**src/design/isotp_rx_pkg.sv**
```systemverilog
// Shared types and constants for the ISO-TP segmented frame receiver.
// Holds the item structs, status and frame type codes and the session state record.
// No dependencies.
`default_nettype none

package isotp_rx_pkg;

    localparam int unsigned ID_W      = 11;
    localparam int unsigned LEN_W     = 4;
    localparam int unsigned BYTE_W    = 8;
    localparam int unsigned STATUS_W  = 3;
    localparam int unsigned COUNT_W   = 3;
    localparam int unsigned MSGLEN_W  = 12;
    localparam int unsigned FCNT_W    = 10;
    localparam int unsigned BEFORE_W  = 13;

    localparam logic [ID_W-1:0]     BASE_ID_RESET = 11'd2024;
    localparam logic [ID_W:0]       ID_WINDOW_TOP = 12'd7;
    localparam logic [ID_W-1:0]     FC_ID_OFFSET  = 11'd8;
    localparam logic [LEN_W-1:0]    MAX_LEN       = 4'd8;
    localparam logic [LEN_W-1:0]    MIN_LEN       = 4'd3;
    localparam logic [LEN_W-1:0]    SF_MAX_COUNT  = 4'd7;
    localparam logic [LEN_W-1:0]    FF_MAX_COUNT  = 4'd6;
    localparam logic [LEN_W-1:0]    CF_MAX_COUNT  = 4'd7;
    localparam logic [MSGLEN_W-1:0] FF_BYTES      = 12'd6;
    localparam logic [BEFORE_W-1:0] FF_BYTES_EXT  = 13'd6;
    localparam logic [BEFORE_W-1:0] CF_BYTES      = 13'd7;
    // floor(x / 7) = (x * 2341) >> 14 for every 12-bit x
    localparam logic [23:0]         RECIP_7       = 24'd2341;
    localparam int unsigned         RECIP_SHIFT   = 14;

    localparam logic [3:0] PCI_SINGLE      = 4'h0;
    localparam logic [3:0] PCI_FIRST       = 4'h1;
    localparam logic [3:0] PCI_CONSECUTIVE = 4'h2;

    localparam logic [STATUS_W-1:0] ST_SINGLE      = 3'd0;
    localparam logic [STATUS_W-1:0] ST_FIRST       = 3'd1;
    localparam logic [STATUS_W-1:0] ST_CONSECUTIVE = 3'd2;
    localparam logic [STATUS_W-1:0] ST_COMPLETE    = 3'd3;
    localparam logic [STATUS_W-1:0] ST_BAD_ID      = 3'd4;
    localparam logic [STATUS_W-1:0] ST_SHORT       = 3'd5;
    localparam logic [STATUS_W-1:0] ST_UNEXPECTED  = 3'd6;
    localparam logic [STATUS_W-1:0] ST_BAD_SEQ     = 3'd7;

    typedef struct packed {
        logic [ID_W-1:0]   frame_id;
        logic [LEN_W-1:0]  frame_length;
        logic [BYTE_W-1:0] data_byte_0;
        logic [BYTE_W-1:0] data_byte_1;
        logic [BYTE_W-1:0] data_byte_2;
        logic [BYTE_W-1:0] data_byte_3;
        logic [BYTE_W-1:0] data_byte_4;
        logic [BYTE_W-1:0] data_byte_5;
        logic [BYTE_W-1:0] data_byte_6;
        logic [BYTE_W-1:0] data_byte_7;
    } in_item_t;

    typedef struct packed {
        logic [STATUS_W-1:0] status;
        logic [COUNT_W-1:0]  payload_count;
        logic [BYTE_W-1:0]   payload_0;
        logic [BYTE_W-1:0]   payload_1;
        logic [BYTE_W-1:0]   payload_2;
        logic [BYTE_W-1:0]   payload_3;
        logic [BYTE_W-1:0]   payload_4;
        logic [BYTE_W-1:0]   payload_5;
        logic [BYTE_W-1:0]   payload_6;
        logic                flow_control_send;
        logic [ID_W-1:0]     flow_control_id;
        logic [MSGLEN_W-1:0] message_length;
    } out_item_t;

    // bytes_before: message bytes delivered ahead of the next consecutive frame
    typedef struct packed {
        logic                collecting;
        logic [FCNT_W-1:0]   frame_counter;
        logic [FCNT_W-1:0]   frames_needed;
        logic [MSGLEN_W-1:0] total_length;
        logic [BEFORE_W-1:0] bytes_before;
    } rx_state_t;

endpackage

`default_nettype wire

```
**src/design/isotp_segmented_frame_receiver_core.sv**
```systemverilog
// ISO-TP segmented frame receiver, top level. The result is registered at the accepting edge.
// Throughput: one item per cycle while m_ready is high; the result register frees as the item is taken.
// Session state updates at the accepting edge, so the next item sees it at once.
// Reset (aresetn low, synchronous): idle session, empty result register, base id 2024.
// Depends on isotp_rx_pkg and isotp_rx_decode.
`default_nettype none

module isotp_segmented_frame_receiver_core (
    input  wire                          aclk,
    input  wire                          aresetn,
    input  wire                          cfg_wr_en,
    input  wire [10:0]                   cfg_wr_data,
    input  wire                          s_valid,
    output logic                         s_ready,
    input  wire isotp_rx_pkg::in_item_t  s_item,
    output logic                         m_valid,
    input  wire                          m_ready,
    output isotp_rx_pkg::out_item_t      m_item
);
    import isotp_rx_pkg::*;

    logic [ID_W-1:0] base_id_reg;
    rx_state_t       state_reg;
    rx_state_t       state_next;
    out_item_t       result_next;
    out_item_t       m_item_reg;
    logic            m_valid_reg;
    logic            accept;

    assign s_ready = !m_valid_reg || m_ready;
    assign accept  = s_valid && s_ready;
    assign m_valid = m_valid_reg;
    assign m_item  = m_item_reg;

    isotp_rx_decode u_decode (
        .in_item    (s_item),
        .state      (state_reg),
        .base_id    (base_id_reg),
        .out_item   (result_next),
        .state_next (state_next)
    );

    always_ff @(posedge aclk) begin
        if (!aresetn) begin
            base_id_reg <= BASE_ID_RESET;
            state_reg   <= '0;
            m_valid_reg <= 1'b0;
        end else begin
            if (cfg_wr_en) begin
                base_id_reg <= cfg_wr_data;
            end
            if (accept) begin
                state_reg   <= state_next;
                m_valid_reg <= 1'b1;
            end else if (m_ready) begin
                m_valid_reg <= 1'b0;
            end
        end
    end

    // hold the result until taken
    always_ff @(posedge aclk) begin
        if (accept) begin
            m_item_reg <= result_next;
        end
    end

endmodule

`default_nettype wire

```
**src/design/isotp_rx_decode.sv**
```systemverilog
// Combinational frame decoder: window and length checks, PCI classification,
// payload extraction and next session state. Depends on isotp_rx_pkg.
`default_nettype none

module isotp_rx_decode (
    input  wire isotp_rx_pkg::in_item_t   in_item,
    input  wire isotp_rx_pkg::rx_state_t  state,
    input  wire [10:0]                    base_id,
    output isotp_rx_pkg::out_item_t       out_item,
    output isotp_rx_pkg::rx_state_t       state_next
);
    import isotp_rx_pkg::*;

    logic [BYTE_W-1:0]   data [8];
    logic [BYTE_W-1:0]   pay [7];
    logic [LEN_W-1:0]    len_c;
    logic [LEN_W-1:0]    len_m1;
    logic [LEN_W-1:0]    len_m2;
    logic [ID_W:0]       id_ext;
    logic [ID_W:0]       base_ext;
    logic                in_window;
    logic [3:0]          pci_type;
    logic [3:0]          pci_low;
    logic [LEN_W-1:0]    cnt4;
    logic [COUNT_W-1:0]  cnt;
    logic                from_byte2;
    logic [MSGLEN_W-1:0] ff_len;
    logic [23:0]         ff_prod;
    logic [FCNT_W-1:0]   ff_frames;
    logic [FCNT_W-1:0]   fc_new;
    logic [BEFORE_W-1:0] tl_ext;
    logic [BEFORE_W-1:0] remain;

    always_comb begin
        data[0] = in_item.data_byte_0;
        data[1] = in_item.data_byte_1;
        data[2] = in_item.data_byte_2;
        data[3] = in_item.data_byte_3;
        data[4] = in_item.data_byte_4;
        data[5] = in_item.data_byte_5;
        data[6] = in_item.data_byte_6;
        data[7] = in_item.data_byte_7;

        len_c     = (in_item.frame_length > MAX_LEN) ? MAX_LEN : in_item.frame_length;
        len_m1    = len_c - 4'd1;
        len_m2    = len_c - 4'd2;
        id_ext    = {1'b0, in_item.frame_id};
        base_ext  = {1'b0, base_id};
        in_window = (id_ext >= base_ext) && (id_ext <= base_ext + ID_WINDOW_TOP);
        pci_type  = data[0][7:4];
        pci_low   = data[0][3:0];

        ff_len    = {pci_low, data[1]};
        ff_prod   = {12'd0, ff_len} * RECIP_7;
        ff_frames = (ff_len <= FF_BYTES) ? '0 : ff_prod[RECIP_SHIFT +: FCNT_W];
        fc_new    = state.frame_counter + 10'd1;
        tl_ext    = {1'b0, state.total_length};
        remain    = (tl_ext > state.bytes_before) ? tl_ext - state.bytes_before : '0;

        out_item   = '0;
        state_next = state;
        cnt4       = '0;
        from_byte2 = 1'b0;

        priority if (!in_window) begin
            out_item.status = ST_BAD_ID;
        end else if (len_c < MIN_LEN) begin
            out_item.status = ST_SHORT;
        end else if (pci_type == PCI_SINGLE) begin
            cnt4 = (pci_low < len_m1) ? pci_low : len_m1;
            if (cnt4 > SF_MAX_COUNT) begin
                cnt4 = SF_MAX_COUNT;
            end
            out_item.status         = ST_SINGLE;
            out_item.message_length = {8'd0, cnt4};
        end else if (!state.collecting) begin
            if (pci_type != PCI_FIRST) begin
                out_item.status = ST_UNEXPECTED;
            end else begin
                cnt4 = (len_m2 < FF_MAX_COUNT) ? len_m2 : FF_MAX_COUNT;
                if ({8'd0, cnt4} > ff_len) begin
                    cnt4 = ff_len[LEN_W-1:0];
                end
                from_byte2                 = 1'b1;
                out_item.status            = ST_FIRST;
                out_item.flow_control_send = 1'b1;
                out_item.flow_control_id   = in_item.frame_id - FC_ID_OFFSET;
                out_item.message_length    = ff_len;
                state_next.collecting      = 1'b1;
                state_next.frame_counter   = '0;
                state_next.frames_needed   = ff_frames;
                state_next.total_length    = ff_len;
                state_next.bytes_before    = FF_BYTES_EXT;
            end
        end else begin
            state_next.frame_counter = fc_new;
            if (pci_type != PCI_CONSECUTIVE) begin
                state_next.collecting = 1'b0;
                out_item.status       = ST_UNEXPECTED;
            end else if (pci_low != fc_new[3:0]) begin
                state_next.collecting = 1'b0;
                out_item.status       = ST_BAD_SEQ;
            end else begin
                cnt4 = (len_m1 < CF_MAX_COUNT) ? len_m1 : CF_MAX_COUNT;
                if ({9'd0, cnt4} > remain) begin
                    cnt4 = remain[LEN_W-1:0];
                end
                out_item.message_length = state.total_length;
                state_next.bytes_before = state.bytes_before + CF_BYTES;
                if (fc_new >= state.frames_needed) begin
                    state_next.collecting = 1'b0;
                    out_item.status       = ST_COMPLETE;
                end else begin
                    out_item.status = ST_CONSECUTIVE;
                end
            end
        end

        cnt                    = cnt4[COUNT_W-1:0];
        out_item.payload_count = cnt;

        for (int k = 0; k < 7; k++) begin
            pay[k] = '0;
            if (k < 32'(cnt)) begin
                if (!from_byte2) begin
                    pay[k] = data[k+1];
                end else if (k < 6) begin
                    pay[k] = data[(k+2) % 8];
                end
            end
        end
        out_item.payload_0 = pay[0];
        out_item.payload_1 = pay[1];
        out_item.payload_2 = pay[2];
        out_item.payload_3 = pay[3];
        out_item.payload_4 = pay[4];
        out_item.payload_5 = pay[5];
        out_item.payload_6 = pay[6];
    end

endmodule

`default_nettype wire

```
**config.mk**
```make
export PLATFORM = sky130hd
export DESIGN_NAME = isotp_segmented_frame_receiver_core
export DESIGN_NICKNAME = d
export VERILOG_FILES = /design/src/design/isotp_rx_pkg.sv /design/src/design/isotp_segmented_frame_receiver_core.sv /design/src/design/isotp_rx_decode.sv
export SDC_FILE = /design/constraint.sdc
export NUM_CORES = 1
export LEC_CHECK = 0
export BUFFER_PORTS_ARGS = -buffer_cell sky130_fd_sc_hd__buf_2
export CORE_ASPECT_RATIO = 1.2
export CORE_MARGIN = 2
export CORE_UTILIZATION = 25
export CTS_CLUSTER_DIAMETER = 60
export CTS_CLUSTER_SIZE = 20
export DETAILED_ROUTE_END_ITERATION = 10
export GPL_TIMING_DRIVEN = 0
export REMOVE_ABC_BUFFERS = 1
export SLEW_MARGIN = 20
export SYNTH_ARGS = -nofsm -noshare
export SYNTH_HDL_FRONTEND = slang
export SYNTH_SLANG_ARGS = --single-unit
```
**constraint.sdc**
```tcl
create_clock -name aclk -period 5.16 [get_ports aclk]
set_input_delay 0 -clock aclk [delete_from_list [all_inputs] [get_ports aclk]]
set_output_delay 0 -clock aclk [all_outputs]
set_load 0.1 [all_outputs]
```
==> reports/summary.md <==
A synthesized cell averages 9.41 um2. The final core utilization was 32.8%; the largest net degree at the start of global routing was 57. Of all nets on the critical path, the largest fanout is 31. Sorting the synthesized cells by area gives the leading types as edfxtp_1 (24%), ha_1 (16%), dfxtp_1 (11%). The flip-flop count of the largest register after layout is 86.

The H-tree was split into 4 levels. The tools report the worst vdd rail ir drop as 252 uV. For the setup total negative slack, the log shows 0 ps. Setup violations remaining at the end of the flow were counted as 0. The insertion delay of the later-clocked pin in the worst-skew pair is 440 ps. The share of the Yosys chip area taken by registers is 35.3%. The tools report the endpoint class of the critical path as a register. The number of violations of the max-capacitance limit is 0, and the number of endpoints with negative hold slack in the final report is 0.

In this run the cell area measured after placement is 12200 um2. The final wirelength came out at 30.9 mm. The tools report the HPWL reported at the end of detailed placement as 22.9 mm.

Setup repair after global routing left no endpoint under its margin. The cell count after synthesis came out at 1128. Most common flop cell mapped by yosys: edfxtp_1. Yosys instantiated no cell more often than nand2_1. In this run the worst hold path is classified as input port to register.

Power spread over the standard cell area amounts to 262 nW/um2. For the endpoint required time on the critical path, the log shows 5340 ps. The run gives 144 as the clock sink count. The area growth from synthesis to layout is 29.4%. The area inside the core boundary was 41900 um2. The run gives 6300 um2 as the multi-input gate area in the final layout.

Initial core utilization: 25.3%. For the final count of pins violating max slew, the log shows 0. TritonCTS built the clock tree. By count the netlist is led by nand2_1 (137), ha_1 (134), inv_1 (114). For the final database, setup skew stands at 7.44 ps.

The first global-routing pass estimated 48.2 mm of wire. The tree is rooted in a clkbuf_16. The logs give 0 for the number of synthesis warnings and 476 for the initial DRC count. The area share of the leading cell type in the synthesized netlist came out at 24.3%. The netlist uses 77 different library cells.

The relative slew slack is 32.0%, and the routed via count is 9315. The tools report the initial antenna violation count as 3. In this run the remaining antenna-violating nets after routing total 0. The CTS clock-pin slew for the worst setup and hold paths works out to 60 ps. Registers take 3740 um2. The filler cells instantiated in the layout total 4306. Across all setup checks in the final design, the least slack found is 231 ps.

In the final routed layout, each cell accounts on average for 15.9 um. Summed over all cells, the static leakage comes to 6.02 nW. The run gives 0 as the total global routing overflow. The die covers 44100 um2.

Cell accounting for the most synthesized area: edfxtp_1. The count of input and output buffers works out to 182. STA classifies the critical path startpoint as a register. The proportion of layout cells with a drive suffix above 1 is 18.5%, and the transition at the pin with the smallest max-transition slack is 1010 ps. After detailed routing, the number of remaining DRC violations is 0.

Global routing consumed, over all layers together, 13.9% of the routing resources. Number of flops mapped to enable cells by yosys: 86. Buffers inserted during clock tree synthesis total 17.

Share of flip-flops with an asynchronous set or reset: 0%. Synthesis inferred 144 register bits. The minimum clock period after layout came out at 4930 ps. The final cycle utilization of the critical path was 95.5%; the count of standard-cell rows was 82. The flow ran to the end, and the final reports show no timing, DRC or antenna violations. The congestion estimate from routability-driven global placement came to 0.839.

The maximum number of buffers from clock root to sink is 2. Chip width: 192 um. The netlist area before placement came out at 10600 um2.

The highest achievable clock rate was 203 MHz; the overall die height was 230 um. For the total iterations of the first detailed-routing run, the log shows 5. The net total in the final layout is 1633. The worst setup path is of the register to register kind.

At the placement stage, the worst setup path has a slack of 140 ps. The post-route standard cell area excluding fillers was 13700 um2; the I/O pin count was 183. In the routed layout, each cell is associated on average with a via count of 4.79. Data arrives at the worst endpoint at 5110 ps.

The via count of the first global-routing pass is 9261.
==> final timing paths <==
kind,startpoint,endpoint,slack (ps),depth (start not counted)
max,state_reg[1],m_item[53],230,17
min,s_item[52],state_reg[17],10,3
max reg2reg,state_reg[1],m_item[53],230,17
min reg2reg,state_reg[27],state_reg[27],480,2
==> final cells by class <==
class                      count  share of cell area (%)
multi-input combinational    826                    45.9
sequential                   144                    27.3
timing repair buffer         282                    14.2
tap                          546                    4.98
clock buffer                  19                    3.15
inverter                     114                    3.13
clock inverter                13                    1.35
antenna                        2                  0.0364
==> cell families (layout without fill, tap and decap cells) <==
logic type      Yosys count  after routing  synth area share (%)
buf+inv                 159            428                  5.94
simple gates            357            357                  17.3
compound gates          240            240                  15.7
xor+xnor                 51             51                  4.21
flops                   144            144                  35.3
mux                      23             23                  2.18
fa+ha+maj               153            153                  19.4
other cells               1              4                0.0353
==> through the flow <==
step	instances	hold WS (ps)	total power (W)
finish	1946	13.7	0.00360
global route	1946	27.7	0.00378
CTS	1939	0.275	0.00363
detailed placement	1819	234	0.00225
global placement	1812	225	0.00223
floorplan	1084	98.6	0.00200
==> metal layers <==
metal	up-vias	part of all wire, %	GRT usage, %
li1	4547	-	-
met1	4454	44	16.9
met2	270	49	24.5
met3	42	5.2	2.35
met4	2	2.2	4.91
met5	-	0.042	0
==> worst max-delay path, stage by stage (launching register included) <==
cell	delay, ps
dfxtp_1	390
inv_1	100
ha_1	300
or2b_1	260
a21oi_2	260
o2111a_1	330
o31ai_2	160
or3_1	390
ha_1	310
and4_1	200
a21oi_1	210
o311a_1	330
nand3_1	130
o2111a_1	320
nor2_4	150
buf_12	200
a21oi_1	60
dlygate4sd3_1	570
==> power breakdown <==
part           switching (W)  internal [W]
clock network       0.000512      0.000810
logic               0.000653      0.000350
registers          0.0000170       0.00126
==> cells in the final DEF, fill, tap and decap left out, types with 13 or more instances in the layout <==
cell type	Yosys	layout
nor2b_1	21	21
nand4_1	15	15
edfxtp_1	86	86
ha_1	134	133
o211ai_1	13	13
nor3_1	24	23
nor2_1	60	59
nand3_1	21	20
o21ai_0	38	37
buf_2	9	182
a21oi_1	69	68
xnor2_1	40	40
fa_1	19	19
inv_1	114	112
dfxtp_1	58	58
dlygate4sd3_1	0	88
a21boi_0	22	22
nand2_1	137	137
clkbuf_16	0	17
mux2i_1	22	22
==> what timing repair did <==
item	4_1_cts	5_1_grt
gates resized for setup	0	4
hold endpoints to repair	83	0
endpoints found under the setup margin	0	46
hold buffers	88	0
setup buffers	0	4
(Power assumes the default switching activity.)
